**src/design/mhpr_pkg.sv**
```systemverilog
// ----------------------------------------------------------------------------
// mhpr_pkg: shared constants for the masked histogram peak ratio core
// Bin count, counter, ratio, divider step counter and output widths.
// ----------------------------------------------------------------------------
package mhpr_pkg;

	localparam int BIN_COUNT       = 256;
	localparam int LEVEL_BITS      = $clog2(BIN_COUNT);
	localparam int PIXEL_BITS      = 8;
	localparam int COUNT_BITS      = 20;
	localparam int RATIO_FRAC_BITS = 16;
	localparam int RATIO_BITS      = RATIO_FRAC_BITS + 1;
	localparam int DIV_CNT_BITS    = $clog2(RATIO_BITS + 1);

	localparam logic [COUNT_BITS-1:0] COUNT_MAX = {COUNT_BITS{1'b1}};

	localparam int OUT_FIELD_BITS = 3 * COUNT_BITS - COUNT_BITS + PIXEL_BITS + RATIO_BITS;
	localparam int OUT_DATA_BITS  = ((OUT_FIELD_BITS + 7) / 8) * 8;

endpackage

```
**src/design/mhpr_div.sv**
```systemverilog
// ----------------------------------------------------------------------------
// mhpr_div: iterative restoring divider
// Computes floor(peak * 2^RATIO_FRAC_BITS / total) one quotient bit per
// cycle, given peak <= total, through one shared compare and subtract.
// ----------------------------------------------------------------------------
module mhpr_div
	import mhpr_pkg::*;
(
	input  logic                  clk,
	input  logic                  arst_n,
	input  logic                  start,
	input  logic [COUNT_BITS-1:0] dividend,
	input  logic [COUNT_BITS-1:0] divisor,
	output logic                  done,
	output logic [RATIO_BITS-1:0] quotient
);

	logic [COUNT_BITS:0]     rem_q;
	logic [COUNT_BITS-1:0]   div_q;
	logic [RATIO_BITS-1:0]   quot_q;
	logic [DIV_CNT_BITS-1:0] cnt_q;
	logic                    busy_q;
	logic                    done_q;
	logic                    ge;
	logic [COUNT_BITS:0]     diff;
	logic [COUNT_BITS:0]     rem_next;

	assign ge       = rem_q >= {1'b0, div_q};
	assign diff     = rem_q - {1'b0, div_q};
	assign rem_next = ge ? diff : rem_q;

	always_ff @(posedge clk) begin
		if (start) begin
			rem_q  <= {1'b0, dividend};
			div_q  <= divisor;
			quot_q <= '0;
		end else if (busy_q) begin
			// The remainder stays below the divisor, so the shift cannot overflow.
			rem_q  <= {rem_next[COUNT_BITS-1:0], 1'b0};
			quot_q <= {quot_q[RATIO_BITS-2:0], ge};
		end
	end

	always_ff @(posedge clk or negedge arst_n) begin
		if (!arst_n) begin
			busy_q <= 1'b0;
			done_q <= 1'b0;
			cnt_q  <= '0;
		end else begin
			done_q <= 1'b0;
			if (start) begin
				busy_q <= 1'b1;
				cnt_q  <= '0;
			end else if (busy_q) begin
				if (cnt_q == DIV_CNT_BITS'(RATIO_BITS - 1)) begin
					busy_q <= 1'b0;
					done_q <= 1'b1;
				end
				cnt_q <= cnt_q + 1'b1;
			end
		end
	end

	assign done     = done_q;
	assign quotient = quot_q;

endmodule

```
**config.mk**
```make
export PLATFORM = sky130hd
export DESIGN_NAME = mhpr_div
export DESIGN_NICKNAME = d
export VERILOG_FILES = /design/src/design/mhpr_pkg.sv /design/src/design/mhpr_div.sv
export SDC_FILE = /design/constraint.sdc
export NUM_CORES = 1
export LEC_CHECK = 0
export BUFFER_PORTS_ARGS = -buffer_cell sky130_fd_sc_hd__buf_2
export CAP_MARGIN = 10
export CORE_ASPECT_RATIO = 1.1
export CORE_MARGIN = 3
export CORE_UTILIZATION = 57
export DETAILED_ROUTE_END_ITERATION = 7
export PLACE_DENSITY = 0.83
export REMOVE_ABC_BUFFERS = 1
export SYNTH_ARGS = -nofsm -noshare
export SYNTH_HDL_FRONTEND = slang
export SYNTH_SLANG_ARGS = --single-unit
```
**constraint.sdc**
```tcl
create_clock -name clk -period 3.9 [get_ports clk]
set_clock_uncertainty 0.1 [all_clocks]
set_input_delay 0.585 -clock clk [delete_from_list [all_inputs] [get_ports clk]]
set_output_delay 0.585 -clock clk [all_outputs]
set_load 0.01 [all_outputs]
```
==> results.ini <==
[timing]
rsz0062_at_grt = no
final-setup-viol-count = 0
fmax_mhz = 331
holdWs_ns = 0.314
drv_slew = 0
worst_pin_slew_ns = 0.837
period_share = 0.776
hold_viol = 0
period_needed_ns = 3.02
relSlewSlack = 0.442
tns_ns = 0

[run]
cap_violations = 0

[min_path]
worstHoldStart = divisor[18]
worstHoldPathType = in -> reg
whs_endpoint = div_q[18]
hold_depth = 1

[place]
placed_cells = 497
dp_hpwl_um = 5800
placed_area_um2 = 4190
gp_congestion = 0.840
portBuffers = 60

[routing]
ant_nets = 0
wl_per_cell_um = 15.4
first_pass_iters = 4
drt-total-wl_um = 7940
drt_iter0_drc = 152
vias = 2913
remaining_drc_errors = 0
viasPerCell = 5.67

[clock_network]
htree_num_levels = 3
cts_buffers = 9
clock_sinks = 65
cts_tree = yes
root_buffer = clkbuf_8
clkTransAtPathRegs_ns = 0.08
cts.path.max_buffers = 2
post_cts_buffers = 0
clk_latency_ns = 0.34

[floorplan]
core-area_um2 = 6340
die-area_um2 = 7780
die_h_um = 92.2
initial_core_util = 0.607
chipWidth_um = 84.4
ios = 61
num_rows = 30

[cells_and_area]
mostFrequentLayoutCells = buf_2, edfxtp_1, nor2_1
drive_above_1_share = 0.226
fillers = 506
area.growth.synth_to_final_pct = 15.1
final_nets = 495
diodes = 0
final_area_um2 = 4440
layout_commonest_cell = buf_2
final_cells = 514

[synthesis]
syn_area_per_cell_um2 = 10.4
synthArstFlopShare = 0.108
synth.ff_latch_count = 65
synth-edff-count = 40
synth_cells = 372
ys.flop_type = edfxtp_1
synth.distinct_cells = 57
synth_warnings = 0
synth_area_um2 = 3850
ys_seq_area_frac = 0.451

[setup_path]
critPathMaxFanout = 4
cp_data_arrival_time_ns = 3.03
cp_slowest_cell = fa_1
reg2regPathDepth = 11
critPathCaptureType = flip-flop
worstPathRequired_ns = 3.90
r2r_start = rem_q[0]
cpPeakStageDelay_ns = 0.42
rr_endpoint = rem_q[15]
cp.buffers_inverters = 2
path_cells = inv_1 > ha_1 > inv_1 > fa_1 > a211oi_1 > o21ai_0 > a21oi_2 > o21ai_0 > xor2_1 > mux2_2 > mux2_2
critPathLaunchType = flip-flop
rrSetupSlack_ns = 0.88
cpLargestDelayFamily = compound AO/OA/AOI/OAI gates
critical_path_class = reg -> reg

[pwr]
cellPowerDensity_nw_per_um2 = 726
leakage_nw = 2.07
peakVddDrop_mv = 0.373

[grt]
antenna_found_initial = 0
track_usage = 0.213
grt_max_degree = 46
overflow = 0
grt_pass1_wl_um = 13300
first_global_vias = 2842

[outcome]
status = finished clean

-- Yosys cell counts, types with 2 or more instances --
| master | count | area (um^2) |
|---|---|---|
| inv_1 | 25 | 93.8 |
| nor3_1 | 4 | 20.0 |
| dfrtp_1 | 7 | 175 |
| a21oi_1 | 12 | 60.1 |
| nor2b_1 | 2 | 12.5 |
| a31oi_1 | 3 | 18.8 |
| nand2b_1 | 4 | 25.0 |
| nand3b_1 | 2 | 15.0 |
| nand3_1 | 5 | 25.0 |
| a21o_1 | 9 | 67.6 |
| o21a_1 | 6 | 45.0 |
| xnor2_1 | 9 | 78.8 |
| and2_1 | 3 | 18.8 |
| dfxtp_1 | 18 | 360 |
| ha_1 | 22 | 275 |
| o211ai_1 | 2 | 15.0 |
| a221o_1 | 5 | 50.1 |
| a211oi_1 | 4 | 30.0 |
| buf_2 | 6 | 30.0 |
| xor2_1 | 8 | 70.1 |
| mux2i_1 | 28 | 280 |
| buf_6 | 3 | 33.8 |
| edfxtp_1 | 40 | 1200 |
| nand4_1 | 5 | 31.3 |
| clkbuf_1 | 7 | 26.3 |
| nor3b_1 | 7 | 52.6 |
| o31ai_1 | 3 | 22.5 |
| o21ai_0 | 26 | 130 |
| nor2_1 | 36 | 135 |
| a21oi_2 | 6 | 52.6 |
| buf_1 | 2 | 7.51 |
| nand2_1 | 26 | 97.6 |
| mux2_2 | 3 | 33.8 |
-- cell families after synthesis --
family	count (synthesis)	synth area share
multiplexers	32	0.0854
adder cells (fa/ha/maj)	23	0.0766
buffers and inverters	43	0.0497
AO/OA/AOI/OAI	87	0.160
XOR/XNOR	17	0.0386
AND/OR/NAND/NOR	105	0.139
flip-flops	65	0.451
-- worst max-delay path by stage --
stage          startpoint        end  cells after the start  slack, ns
2_1_floorplan    rem_q[9]  rem_q[15]                      8       1.01
3_3_place_gp     rem_q[0]  rem_q[15]                     11       0.97
3_5_place_dp     rem_q[0]  rem_q[15]                     11       0.87
4_1_cts          rem_q[0]  rem_q[15]                     11       0.87
5_1_grt          rem_q[9]   rem_q[1]                      9       0.68
6_report         rem_q[0]  rem_q[15]                     11       0.88
-- metrics by stage --
stage / utilization / setup slack [ns] / power [W]
global placement: 0.661 / 0.968 / 0.00256
finish: 0.699 / 0.876 / 0.00322
detailed placement: 0.661 / 0.868 / 0.00258
CTS: 0.699 / 0.868 / 0.00323
floorplan: - / 1.01 / 0.00223
global route: 0.699 / 0.682 / 0.00347
-- layer usage --
layer,wire [um],vias to the layer above,GRT usage
li1,-,1462,-
met3,500,13,0.0548
met4,128,0,0.0923
met1,3450,1361,0.274
met5,0,-,0
met2,3860,77,0.340
-- layout make-up --
cell class,count,area [um^2],share of cell area
multi-input cells,264,1930,0.434
flip-flops and latches,65,1740,0.392
inverters,25,93.8,0.0212
repair buffers,64,345,0.0779
clock inverters,4,35.0,0.00790
clock buffers,12,199,0.0449
well taps,80,100,0.0226
-- power by group --
| group | leakage, nW | switching, W | internal [W] |
|---|---|---|---|
| registers | 0.651 | 0.0000758 | 0.000896 |
| clock network | 0.119 | 0.000285 | 0.000354 |
| logic | 1.30 | 0.000899 | 0.000712 |
-- timing repair --
action	CTS	global route
resized for setup	0	0
hold buffers	1	0
hold endpoints to repair	7	0
-- flip-flops by register name (all words and copies together), names as in the netlist --
name and count:
rem_q 21, div_q 20, quotient 17, cnt_q 5
busy_q 1, done 1
No activity file was read; power rests on OpenSTA's default activity.
